===== config.mk =====
export PLATFORM = sky130hd
export DESIGN_NAME = gap_fill_linear_interp
export DESIGN_NICKNAME = d
export VERILOG_FILES = /design/src/design/gfl_pkg.sv /design/src/design/gap_fill_linear_interp.sv
export SDC_FILE = /design/constraint.sdc
export NUM_CORES = 1
export LEC_CHECK = 0
export BUFFER_PORTS_ARGS = -buffer_cell sky130_fd_sc_hd__buf_2
export CAP_MARGIN = 20
export CELL_PAD_IN_SITES_DETAIL_PLACEMENT = 1
export CELL_PAD_IN_SITES_GLOBAL_PLACEMENT = 1
export CORE_MARGIN = 2
export CORE_UTILIZATION = 45
export CTS_BUF_LIST = sky130_fd_sc_hd__clkbuf_4 sky130_fd_sc_hd__clkbuf_8
export DETAILED_ROUTE_END_ITERATION = 8
export HOLD_SLACK_MARGIN = 0.06
export PLACE_DENSITY = 0.84
export SLEW_MARGIN = 20
export SYNTH_ARGS = -nofsm -noshare
export SYNTH_HDL_FRONTEND = slang
export SYNTH_SLANG_ARGS = --single-unit

===== constraint.sdc =====
create_clock -name clk_i -period 7 [get_ports clk_i]
set_clock_uncertainty 0.2 [all_clocks]
set_input_delay 1.4 -clock clk_i [delete_from_list [all_inputs] [get_ports clk_i]]
set_output_delay 1.4 -clock clk_i [all_outputs]
set_load 0.05 [all_outputs]

===== src/design/gfl_pkg.sv =====
// gfl_pkg: shared widths, item types, status codes and helpers for the gap filler
`timescale 1ns / 1ps

package gfl_pkg;

  localparam int MAX_GAP     = 63;
  localparam int SAMPLE_BITS = 16;
  localparam int FRAC_BITS   = 16;
  localparam int FILL_W      = 32;

  // pending count, and pending count plus one (interpolation distance)
  localparam int PEND_W = $clog2(MAX_GAP + 1);
  localparam int CNT_W  = PEND_W + 1;

  // dividend/quotient width and accumulator width (two guard bits)
  localparam int NUM_W     = SAMPLE_BITS + FRAC_BITS;
  localparam int ACC_W     = NUM_W + 2;
  localparam int DIV_CNT_W = $clog2(NUM_W);

  localparam logic [ACC_W-1:0] ROUND_HALF = ACC_W'(1) << (FRAC_BITS - 1);

  localparam logic [1:0] STATUS_OK      = 2'd0;
  localparam logic [1:0] STATUS_OVF     = 2'd1;
  localparam logic [1:0] STATUS_NOVALID = 2'd2;

  typedef struct packed {
    logic signed [SAMPLE_BITS-1:0] sample;
    logic                          sample_valid;
    logic                          record_end;
  } gfl_in_t;

  typedef struct packed {
    logic signed [SAMPLE_BITS-1:0] value;
    logic                          was_filled;
    logic [1:0]                    status;
    logic                          run_last;
    logic                          record_done;
    logic [FILL_W-1:0]             filled_total;
  } gfl_out_t;

  // saturating fill count update
  function automatic logic [FILL_W-1:0] sat_add(input logic [FILL_W-1:0] a,
                                                input logic [CNT_W-1:0]  b);
    logic [FILL_W:0] s;
    s = {1'b0, a} + {{(FILL_W + 1 - CNT_W){1'b0}}, b};
    return s[FILL_W] ? {FILL_W{1'b1}} : s[FILL_W-1:0];
  endfunction

endpackage


===== src/design/gap_fill_linear_interp.sv =====
// gap_fill_linear_interp: linear interpolation gap filler with bit-serial step divider
// A sample with no pending gap goes from ST_IDLE via ST_EMIT into the output register,
// which waits while the output is stalled; the next item is taken back in ST_IDLE.
// A gap after a valid sample runs the restoring divider one quotient bit per cycle
// (NUM_W = 32 quotient bits), ST_STEP then forms the step, and ST_EMIT gives the results.
// Other gaps and flushes go straight to ST_EMIT; one item is worked at a time.
// Reset (rst_ni low, async) clears all record state and empties the output register.
`timescale 1ns / 1ps

module gap_fill_linear_interp import gfl_pkg::*; (
  input  logic     clk_i,
  input  logic     rst_ni,
  input  logic     in_valid_i,
  output logic     in_stall_o,
  input  gfl_in_t  in_item_i,
  output logic     out_valid_o,
  input  logic     out_stall_i,
  output gfl_out_t out_item_o
);

  typedef enum logic [1:0] {ST_IDLE, ST_DIV, ST_STEP, ST_EMIT} state_e;

  state_e state_q, state_d;

  // record state
  logic [SAMPLE_BITS-1:0] last_good_q, last_good_d;
  logic                   seen_q, seen_d;
  logic [PEND_W-1:0]      pend_q, pend_d;
  logic [FILL_W-1:0]      fcnt_q, fcnt_d;
  logic                   ovf_q, ovf_d;

  // current run
  logic [CNT_W-1:0]       fill_left_q, fill_left_d;
  logic                   tail_q, tail_d;
  logic                   interp_q, interp_d;
  logic [SAMPLE_BITS-1:0] hold_q, hold_d;
  logic                   filled_q, filled_d;
  logic [1:0]             stat_q, stat_d;
  logic                   rend_q, rend_d;
  logic [1:0]             fin_stat_q, fin_stat_d;
  logic [FILL_W-1:0]      fin_total_q, fin_total_d;

  // divider and accumulator
  logic [NUM_W-1:0]       num_q, num_d;
  logic [CNT_W-1:0]       rem_q, rem_d;
  logic [CNT_W-1:0]       dvs_q, dvs_d;
  logic [DIV_CNT_W-1:0]   div_cnt_q, div_cnt_d;
  logic                   neg_q, neg_d;
  logic [ACC_W-1:0]       acc_q, acc_d;
  logic [ACC_W-1:0]       step_q, step_d;

  logic                   out_valid_q, out_valid_d;
  gfl_out_t               out_q, out_d;

  logic                   accept;
  logic                   slot_free;
  logic [SAMPLE_BITS:0]   diff;
  logic [SAMPLE_BITS-1:0] mag;
  logic [CNT_W-1:0]       pend_ext;
  logic [CNT_W-1:0]       pend_p1;
  logic [FILL_W-1:0]      fc_new;
  logic                   novalid;
  logic                   ovf_new;
  logic [CNT_W:0]         rem_sh;
  logic                   q_bit;
  logic [CNT_W:0]         rem_sub;
  logic [ACC_W-1:0]       q_ext;
  logic [ACC_W-1:0]       lg_ext;
  logic [SAMPLE_BITS+1:0] acc_int;
  logic [SAMPLE_BITS-1:0] interp_val;
  logic                   is_last;

  assign in_stall_o  = (state_q != ST_IDLE);
  assign accept      = in_valid_i && !in_stall_o;
  assign slot_free   = !out_valid_q || !out_stall_i;
  assign out_valid_o = out_valid_q;
  assign out_item_o  = out_q;

  assign diff     = {in_item_i.sample[SAMPLE_BITS-1], in_item_i.sample}
                  - {last_good_q[SAMPLE_BITS-1], last_good_q};
  assign mag      = diff[SAMPLE_BITS] ? SAMPLE_BITS'(-diff) : diff[SAMPLE_BITS-1:0];
  assign pend_ext = {1'b0, pend_q};
  assign pend_p1  = pend_ext + CNT_W'(1);
  assign novalid  = !in_item_i.sample_valid && in_item_i.record_end && !seen_q;
  assign lg_ext   = {{(ACC_W - NUM_W){last_good_q[SAMPLE_BITS-1]}}, last_good_q,
                     {FRAC_BITS{1'b0}}};

  // restoring division step: one quotient bit per cycle
  assign rem_sh  = {rem_q, num_q[NUM_W-1]};
  assign rem_sub = rem_sh - {1'b0, dvs_q};
  assign q_bit   = (rem_sh >= {1'b0, dvs_q});
  assign q_ext   = {{(ACC_W - NUM_W){1'b0}}, num_q};

  // round-to-nearest already folded into acc, clamp when guard bits disagree
  assign acc_int = acc_q[ACC_W-1:FRAC_BITS];
  always_comb begin
    if (acc_int[SAMPLE_BITS+1:SAMPLE_BITS-1] == 3'b000 ||
        acc_int[SAMPLE_BITS+1:SAMPLE_BITS-1] == 3'b111) begin
      interp_val = acc_int[SAMPLE_BITS-1:0];
    end else if (acc_int[SAMPLE_BITS+1]) begin
      interp_val = {1'b1, {(SAMPLE_BITS - 1){1'b0}}};
    end else begin
      interp_val = {1'b0, {(SAMPLE_BITS - 1){1'b1}}};
    end
  end

  assign is_last = (fill_left_q == '0) || (fill_left_q == CNT_W'(1) && !tail_q);

  always_comb begin
    state_d     = state_q;
    last_good_d = last_good_q;
    seen_d      = seen_q;
    pend_d      = pend_q;
    fcnt_d      = fcnt_q;
    ovf_d       = ovf_q;
    fill_left_d = fill_left_q;
    tail_d      = tail_q;
    interp_d    = interp_q;
    hold_d      = hold_q;
    filled_d    = filled_q;
    stat_d      = stat_q;
    rend_d      = rend_q;
    fin_stat_d  = fin_stat_q;
    fin_total_d = fin_total_q;
    num_d       = num_q;
    rem_d       = rem_q;
    dvs_d       = dvs_q;
    div_cnt_d   = div_cnt_q;
    neg_d       = neg_q;
    acc_d       = acc_q;
    step_d      = step_q;
    out_valid_d = out_valid_q && out_stall_i;
    out_d       = out_q;
    fc_new      = fcnt_q;
    ovf_new     = ovf_q;

    unique case (state_q)
      ST_IDLE: begin
        if (accept) begin
          rend_d   = in_item_i.record_end;
          interp_d = 1'b0;
          // divider setup for an interpolated gap
          num_d     = {mag, {FRAC_BITS{1'b0}}} + NUM_W'(pend_p1 >> 1);
          rem_d     = '0;
          dvs_d     = pend_p1;
          div_cnt_d = DIV_CNT_W'(NUM_W - 1);
          neg_d     = diff[SAMPLE_BITS];
          acc_d     = lg_ext + ROUND_HALF;
          if (in_item_i.sample_valid) begin
            fill_left_d = pend_ext;
            tail_d      = 1'b1;
            interp_d    = seen_q && (pend_q != '0);
            hold_d      = in_item_i.sample;
            filled_d    = 1'b1;
            stat_d      = STATUS_OK;
            fc_new      = sat_add(fcnt_q, pend_ext);
            last_good_d = in_item_i.sample;
            seen_d      = 1'b1;
            pend_d      = '0;
            state_d     = (seen_q && (pend_q != '0)) ? ST_DIV : ST_EMIT;
          end else if (in_item_i.record_end) begin
            fill_left_d = pend_p1;
            tail_d      = 1'b0;
            hold_d      = seen_q ? last_good_q : '0;
            filled_d    = seen_q;
            stat_d      = seen_q ? STATUS_OK : STATUS_NOVALID;
            fc_new      = seen_q ? sat_add(fcnt_q, pend_p1) : fcnt_q;
            pend_d      = '0;
            state_d     = ST_EMIT;
          end else if (pend_q >= PEND_W'(MAX_GAP)) begin
            // early flush of an overlong gap with the held value
            fill_left_d = pend_p1;
            tail_d      = 1'b0;
            hold_d      = last_good_q;
            filled_d    = 1'b1;
            stat_d      = STATUS_OVF;
            fc_new      = sat_add(fcnt_q, pend_p1);
            ovf_new     = 1'b1;
            pend_d      = '0;
            state_d     = ST_EMIT;
          end else begin
            pend_d = pend_q + PEND_W'(1);
          end
          fcnt_d = fc_new;
          ovf_d  = ovf_new;
          fin_stat_d  = novalid ? STATUS_NOVALID : (ovf_new ? STATUS_OVF : STATUS_OK);
          fin_total_d = novalid ? '0 : fc_new;
          if (in_item_i.record_end) begin
            last_good_d = '0;
            seen_d      = 1'b0;
            pend_d      = '0;
            fcnt_d      = '0;
            ovf_d       = 1'b0;
          end
        end
      end
      ST_DIV: begin
        rem_d = q_bit ? rem_sub[CNT_W-1:0] : rem_sh[CNT_W-1:0];
        num_d = {num_q[NUM_W-2:0], q_bit};
        if (div_cnt_q == '0) begin
          state_d = ST_STEP;
        end else begin
          div_cnt_d = div_cnt_q - DIV_CNT_W'(1);
        end
      end
      ST_STEP: begin
        step_d  = neg_q ? -q_ext : q_ext;
        acc_d   = acc_q + (neg_q ? -q_ext : q_ext);
        state_d = ST_EMIT;
      end
      ST_EMIT: begin
        if (slot_free) begin
          out_valid_d = 1'b1;
          if (fill_left_q != '0) begin
            out_d.value      = interp_q ? interp_val : hold_q;
            out_d.was_filled = filled_q;
            out_d.status     = stat_q;
            fill_left_d      = fill_left_q - CNT_W'(1);
            acc_d            = acc_q + step_q;
          end else begin
            out_d.value      = hold_q;
            out_d.was_filled = 1'b0;
            out_d.status     = STATUS_OK;
          end
          out_d.run_last     = is_last;
          out_d.record_done  = is_last && rend_q;
          out_d.filled_total = '0;
          if (is_last && rend_q) begin
            out_d.status       = fin_stat_q;
            out_d.filled_total = fin_total_q;
          end
          if (is_last) begin
            state_d = ST_IDLE;
          end
        end
      end
      default: state_d = ST_IDLE;
    endcase
  end

  always_ff @(posedge clk_i or negedge rst_ni) begin
    if (!rst_ni) begin
      state_q     <= ST_IDLE;
      last_good_q <= '0;
      seen_q      <= 1'b0;
      pend_q      <= '0;
      fcnt_q      <= '0;
      ovf_q       <= 1'b0;
      fill_left_q <= '0;
      tail_q      <= 1'b0;
      interp_q    <= 1'b0;
      hold_q      <= '0;
      filled_q    <= 1'b0;
      stat_q      <= STATUS_OK;
      rend_q      <= 1'b0;
      fin_stat_q  <= STATUS_OK;
      fin_total_q <= '0;
      num_q       <= '0;
      rem_q       <= '0;
      dvs_q       <= '0;
      div_cnt_q   <= '0;
      neg_q       <= 1'b0;
      acc_q       <= '0;
      step_q      <= '0;
      out_valid_q <= 1'b0;
      out_q       <= '0;
    end else begin
      state_q     <= state_d;
      last_good_q <= last_good_d;
      seen_q      <= seen_d;
      pend_q      <= pend_d;
      fcnt_q      <= fcnt_d;
      ovf_q       <= ovf_d;
      fill_left_q <= fill_left_d;
      tail_q      <= tail_d;
      interp_q    <= interp_d;
      hold_q      <= hold_d;
      filled_q    <= filled_d;
      stat_q      <= stat_d;
      rend_q      <= rend_d;
      fin_stat_q  <= fin_stat_d;
      fin_total_q <= fin_total_d;
      num_q       <= num_d;
      rem_q       <= rem_d;
      dvs_q       <= dvs_d;
      div_cnt_q   <= div_cnt_d;
      neg_q       <= neg_d;
      acc_q       <= acc_d;
      step_q      <= step_d;
      out_valid_q <= out_valid_d;
      out_q       <= out_d;
    end
  end

endmodule

==> flow_metrics.env, run 1 <==
export IMPL_cp_slowest_cell="or4_1"
export IMPL_path_clk_slew_ps=60
export IMPL_cp_arrival_ps=5920
export IMPL_grt_usage_pct=27.4
export IMPL_synthSimpleGateAreaFrac_pct=16.8
export IMPL_tightestPinTransition_ps=1100
export IMPL_cts_resized=0
export IMPL_rr_endpoint="acc_q[30]$_DFFE_PN0P_"
export IMPL_synth_seq_cells=295
export IMPL_grt_ovfl_total=0
export IMPL_critPathRequiredTime_ps=7360
export IMPL_ys_flop_type="dfrtp_1"
export IMPL_finalSetupViolCount=0
export IMPL_clkPwrFrac_pct=16.1
export IMPL_p_per_area_mw_per_mm2=532
export IMPL_fillers=4827
export IMPL_grt_max_degree=144
export IMPL_drive_gt1_share_pct=13.5
export IMPL_die_w_um=207
export IMPL_finish_utilization_pct=50.3
export IMPL_synth_area_per_cell_um2=8.69
export IMPL_hold_start="out_item_o[49]$_DFFE_PN0P_"
export IMPL_synth_nets=2239
export IMPL_min_path_type="reg2reg"
export IMPL_io_buffers=76
export IMPL_async_flop_share_pct=100
export IMPL_relSlewSlack_pct=26.2
export IMPL_place_ws_ps=1580
export IMPL_netlist_instances=2129
export IMPL_dpl_hpwl_mm=40.5
export IMPL_io_pins=77
export IMPL_slew_viol_final=0
export IMPL_cts_tree="built"
export IMPL_reg2regPathDepth=16
export IMPL_n_antenna_cell=0
export IMPL_postCtsHoldBufs=0
export IMPL_wirelength_mm=58.2
export IMPL_final_nets=2267
export IMPL_instances_no_fill=2730
export IMPL_cts_max_level=2
export IMPL_synth_xor_area_share_pct=5.73
export IMPL_dp_cells=2633
export IMPL_yosysWarnings=0
export IMPL_status="finished, final reports clean"
export IMPL_routedWlPerCell_um=21.3
export IMPL_clockRootBuffer="clkbuf_8"
export IMPL_r2r_setup_slack_ps=1430
export IMPL_critPathMaxStageDelay_ps=540
export IMPL_synthTopCellsByArea="dfrtp_1 (40%), nand2_1 (6.2%), ha_1 (5.6%)"
export IMPL_synth_fa_ha_area_share_pct=6.15
export IMPL_yosysTopAreaCell="dfrtp_1"
export IMPL_hold_viol=0
export IMPL_syn_area_mm2=0.0185
export IMPL_grt_pass1_vias=17300
export IMPL_start_util_pct=45.4
export IMPL_cts_inserted_buffers=53
export IMPL_die_h_um=207
export IMPL_rsz0062_at_grt="no"
export IMPL_seqPwrFrac_pct=27.5
export IMPL_cp_start_kind="register"
export IMPL_dieArea_mm2=0.0428
export IMPL_antenna_found_initial=0
export IMPL_num_vias=16400
export IMPL_postRouteAntennaNets=0
export IMPL_max_freq_ghz=0.180
export IMPL_drc_errors=0
export IMPL_max_cap_violations=0
export IMPL_min_to="out_item_o[49]$_DFFE_PN0P_"
export IMPL_post_cts_buffers=0
export IMPL_gp_congestion=0.918
export IMPL_synth_top_family_by_area="compound AO/OA/AOI/OAI gates"
export IMPL_grt_pass1_wl_mm=93.0
export IMPL_clkSinkCount=295
export IMPL_cts_buffer_depth=3
export IMPL_switching_share_pct=48.3
export IMPL_p_int_uw=5640
export IMPL_crit_chain="or4_1 -> or3_1 -> or3_1 -> o21ai_0 -> xnor2_1 -> mux2_2 -> ha_1 -> nand2_1 -> or4_1 -> a211oi_1 -> o31ai_2 -> o31ai_2 -> a311oi_1 -> nor2b_1 -> o2111ai_1 -> o211a_1"
export IMPL_yosysTopAreaCellShare_pct=39.9
export IMPL_static_leakage_power_uw=0.00918
export IMPL_drtIter0Drc=888
export IMPL_synth_compound_area_share_pct=22.7
export IMPL_synthMuxAreaShare_pct=4.62
export IMPL_synth_seq_area_share_pct=39.9
export IMPL_vdd_drop_max_v=0.000205
export IMPL_clock_latency_ps=670
export IMPL_setup_tns_ps=0
export IMPL_critPathKind="reg2reg"
export IMPL_rows=74
export IMPL_fp_coreArea_mm2=0.0407
export IMPL_area_growth_pct=10.7
export IMPL_dr_pass1_iters=5
export IMPL_rr_startpoint="num_q[5]$_DFFE_PN0P_"
export IMPL_fin_crit_sh_pct=79.5
export IMPL_p_sw_uw=5270
export IMPL_period_minus_slack_ps=5570
export IMPL_cp_end_kind="register"
export IMPL_viasPerCell=6.01
export IMPL_timing_final_ws_setup_ps=1430
export IMPL_hold_depth=2
export IMPL_ys_types=77
export IMPL_p_comb_share_pct=56.4
export IMPL_crit_fanout=7
export IMPL_synth_edf_count=0
-- routing by layer --
metal	share of wire, %	wire, um	global-route usage (%)	vias up
met2	48	27900	46.2	404
met5	0	0	0	-
li1	-	-	-	7653
met1	43	24800	34.1	8191
met3	4.6	2690	4.47	158
met4	4.8	2780	13.6	0
-- worst max-delay path by stage --
| stage | startpoint | to | slack [ps] | cells past startpoint |
|---|---|---|---|---|
| floorplan | num_q[4]$_DFFE_PN0P_ | acc_q[30]$_DFFE_PN0P_ | 2150 | 17 |
| CTS | num_q[5]$_DFFE_PN0P_ | acc_q[30]$_DFFE_PN0P_ | 1490 | 16 |
| detailed placement | num_q[5]$_DFFE_PN0P_ | acc_q[30]$_DFFE_PN0P_ | 1580 | 16 |
| global route | num_q[6]$_DFFE_PN0P_ | acc_q[30]$_DFFE_PN0P_ | 1250 | 16 |
| global placement | num_q[5]$_DFFE_PN0P_ | acc_q[32]$_DFFE_PN0P_ | 1750 | 16 |
| finish | num_q[5]$_DFFE_PN0P_ | acc_q[30]$_DFFE_PN0P_ | 1430 | 16 |
-- critical path: cells and delay by family, from the launching register on --
kind / cells / cell delay, ps
fa+ha+maj: 1 / 380
flops: 1 / 450
simple gates: 6 / 2320
compound gates: 7 / 1700
mux: 1 / 290
xor+xnor: 1 / 110
-- Yosys cell counts, drive strengths merged (30+ instances only) --
cell	n
a211oi	30
a21o	31
a21oi	170
a22o	46
and3	33
clkbuf	109
dfrtp	295
ha	83
inv	70
mux2	68
nand2	304
nand3	41
nor2	161
o21ai	207
xnor2	84
xor2	37
-- layout by cell type, fill, tap and decap left out, types with 20 or more instances in the layout --
cell type  count
buf_4         25
a21oi_1      167
xnor2_1       84
inv_1         70
a22oi_1       20
a21o_1        31
nor2_1       159
nand2_1      301
mux2_2        68
clkbuf_8      65
clkbuf_4      21
a211oi_1      30
xor2_1        37
nand3_1       41
and3_1        33
a22o_1        46
nor3_1        23
nand2b_1      22
o21ai_0      201
dfrtp_1      294
o31ai_1       27
ha_1          83
or3_1         20
buf_2         75
-- cells by family after synthesis --
| group | Yosys count |
|---|---|
| AO/OA/AOI/OAI | 664 |
| XOR/XNOR | 121 |
| adder cells (fa/ha/maj) | 88 |
| buffers and inverters | 201 |
| flip-flops | 295 |
| multiplexers | 77 |
| AND/OR/NAND/NOR | 683 |
-- sequential cells by signal, indices dropped and copies added, names as in the netlist, 6 cells and up --
register,flops
fcnt_q,32
num_q,32
rem_q,7
out_item_o,53
dvs_q,7
acc_q,34
last_good_q,16
fill_left_q,7
step_q,34
hold_q,16
pend_q,6
fin_total_q,32
-- per-stage QoR --
stage / total power, uW / hold WS [ps] / cell area [um2]
global placement: 8730 / 252 / 19300
detailed placement: 9050 / 260 / 19300
finish: 10900 / 271 / 20500
global route: 11700 / 301 / 20500
CTS: 10900 / 274 / 20500
floorplan: 7330 / 231 / 18500
-- cell type report --
type,count,area [um2],share of cell area (%)
clock buffers,86,1050,5.14
clock inverters,10,88.8,0.434
inverters,70,263,1.28
multi-input cells,1633,10400,50.7
flip-flops and latches,295,7380,36.0
well taps,532,666,3.25
repair buffers,104,653,3.19
-- power by group through the flow --
stage | logic (uW) | registers [uW] | clock network, uW
finish | 6150 | 3000 | 1760
global route | 6780 | 3080 | 1870
CTS | 6100 | 3000 | 1790
detailed placement | 6020 | 3020 | 0
global placement | 5770 | 2970 | 0
floorplan | 4300 | 3030 | 0
(Power assumes the default switching activity.)
==> run 2, diff against run 1 <==
==> constraint.sdc (replaced) <==
create_clock -name clk_i -period 5.6 [get_ports clk_i]
set_clock_uncertainty 0.2 [all_clocks]
set_input_delay 1.12 -clock clk_i [delete_from_list [all_inputs] [get_ports clk_i]]
set_output_delay 1.12 -clock clk_i [all_outputs]
set_load 0.05 [all_outputs]
==> flow_metrics.env, run 2 (synthesis gave the netlist of run 1 again) <==
export IMPL_cp_slowest_cell="or4_1"
export IMPL_drc_errors=0
export IMPL_crit_fanout=7
export IMPL_status="finished, final reports clean"
export IMPL_finalSetupViolCount=0
export IMPL_n_antenna_cell=0
export IMPL_gp_congestion=0.884
export IMPL_drive_gt1_share_pct=13.6
export IMPL_cts_tree="built"
export IMPL_cp_end_kind="register"
export IMPL_final_nets=2272
export IMPL_postRouteAntennaNets=0
export IMPL_dr_pass1_iters=5
export IMPL_cts_max_level=2
export IMPL_cp_arrival_ps=5600
export IMPL_io_pins=77
export IMPL_critPathRequiredTime_ps=5930
export IMPL_cp_start_kind="register"
export IMPL_rsz0062_at_grt="no"
export IMPL_antenna_found_initial=0
export IMPL_crit_chain="or4_1 -> or3_1 -> or3_1 -> o21ai_0 -> xnor2_1 -> mux2_2 -> ha_1 -> nand2_1 -> or4_1 -> a211oi_2 -> o31ai_2 -> o31ai_4 -> a311oi_1 -> nor2b_1 -> o2111ai_1 -> o211a_1"
export IMPL_grt_usage_pct=27.5
export IMPL_p_per_area_mw_per_mm2=665
export IMPL_start_util_pct=45.4
export IMPL_clkSinkCount=295
export IMPL_viasPerCell=6.06
export IMPL_reg2regPathDepth=16
export IMPL_die_w_um=207
export IMPL_max_freq_ghz=0.190
export IMPL_path_clk_slew_ps=70
export IMPL_largest_reg_flops=53
export IMPL_max_cap_violations=0
export IMPL_hold_slack_ps=275
export IMPL_setup_tns_ps=0
export IMPL_grt_pass1_wl_mm=93.7
export IMPL_die_h_um=207
export IMPL_tightestPinTransition_ps=1090
export IMPL_io_buffers=76
export IMPL_vdd_drop_max_v=0.000291
export IMPL_period_minus_slack_ps=5270
export IMPL_relSlewSlack_pct=27.4
export IMPL_wirelength_mm=58.0
export IMPL_fin_crit_sh_pct=94.0
export IMPL_grt_ovfl_total=0
export IMPL_dpl_hpwl_mm=41.2
export IMPL_static_leakage_power_uw=0.00918
export IMPL_instances_no_fill=2733
export IMPL_rows=74
export IMPL_critPathMaxStageDelay_ps=550
export IMPL_clockRootBuffer="clkbuf_8"
export IMPL_drtIter0Drc=950
export IMPL_hold_viol=0
export IMPL_postCtsHoldBufs=0
export IMPL_grt_pass1_vias=17500
export IMPL_routedWlPerCell_um=21.2
export IMPL_hold_depth=2
export IMPL_mostFrequentLayoutCell="nand2_1"
export IMPL_cts_buffer_depth=3
export IMPL_layout_common_cells="nand2_1 (302), dfrtp_1 (294), o21ai_0 (201)"
export IMPL_num_vias=16500
export IMPL_grt_max_degree=105
export IMPL_critPathKind="reg2reg"
export IMPL_area_growth_pct=10.7
export IMPL_fp_coreArea_mm2=0.0407
export IMPL_slew_viol_final=0
export IMPL_min_path_type="reg2reg"
export IMPL_cts_inserted_buffers=53
export IMPL_dp_cells=2639
export IMPL_clock_latency_ps=640
export IMPL_post_cts_buffers=0
export IMPL_dieArea_mm2=0.0428
## run 2: path summary, 6_finish.rpt
path,endpoint,startpoint,slack (ps)
worst max-delay path,acc_q[30]$_DFFE_PN0P_,num_q[5]$_DFFE_PN0P_,330
worst min-delay path,out_item_o[7]$_DFFE_PN0P_,out_item_o[7]$_DFFE_PN0P_,270
worst max register to register,acc_q[30]$_DFFE_PN0P_,num_q[5]$_DFFE_PN0P_,330
worst min register to register,out_item_o[7]$_DFFE_PN0P_,out_item_o[7]$_DFFE_PN0P_,270
max in group asynchronous,fcnt_q[28]$_DFFE_PN0P_,rst_ni,3790
min in group asynchronous,acc_q[6]$_DFFE_PN0P_,rst_ni,340
## run 2: through the flow
step           area [um2]  power (uW)  setup slack, ps  utilization (%)
4_1_cts             20500       13600              151             50.2
5_1_grt             20500       14700             21.9             50.3
6_report            20500       13600              334             50.3
3_3_place_gp        19300       10900              386             47.5
2_1_floorplan       18500        9160              755                -
3_5_place_dp        19400       11400              195             47.5
## run 2: per-layer routing
metal,part of all wire [%],GRT usage (%)
met3,3.8,4.07
met5,0,0
met2,49,47.6
met4,3.8,11.3
met1,43,34.5
## run 2: where the power goes
group	total [uW]	internal [uW]	leakage, uW	switching (uW)
logic	7710	2900	0.00478	4810
clock network	2140	1180	0.000594	962
registers	3770	2920	0.00381	848
## run 2: final cells by class
cell class                      count  area, um2
Inverter                           70        263
Fill cell                        4826      20300
Multi-Input combinational cell   1633      10400
Clock buffer                       79        993
Timing Repair Buffer              109        683
Tap cell                          532        666
Sequential cell                   295       7380
Clock inverter                     15        103
## run 2: what timing repair did
| action | 4_1_cts | 5_1_grt |
|---|---|---|
| gates resized for setup | 0 | 2 |
| setup endpoints to repair | 0 | 5 |
| endpoints found under the hold margin | 0 | 0 |
## run 2: critical path, delay by kind of cell, from the launching register on
family / cells / cell delay, ps
simple gates: 6 / 2260
flops: 1 / 450
mux: 1 / 280
xor+xnor: 1 / 120
fa+ha+maj: 1 / 380
compound gates: 7 / 1460
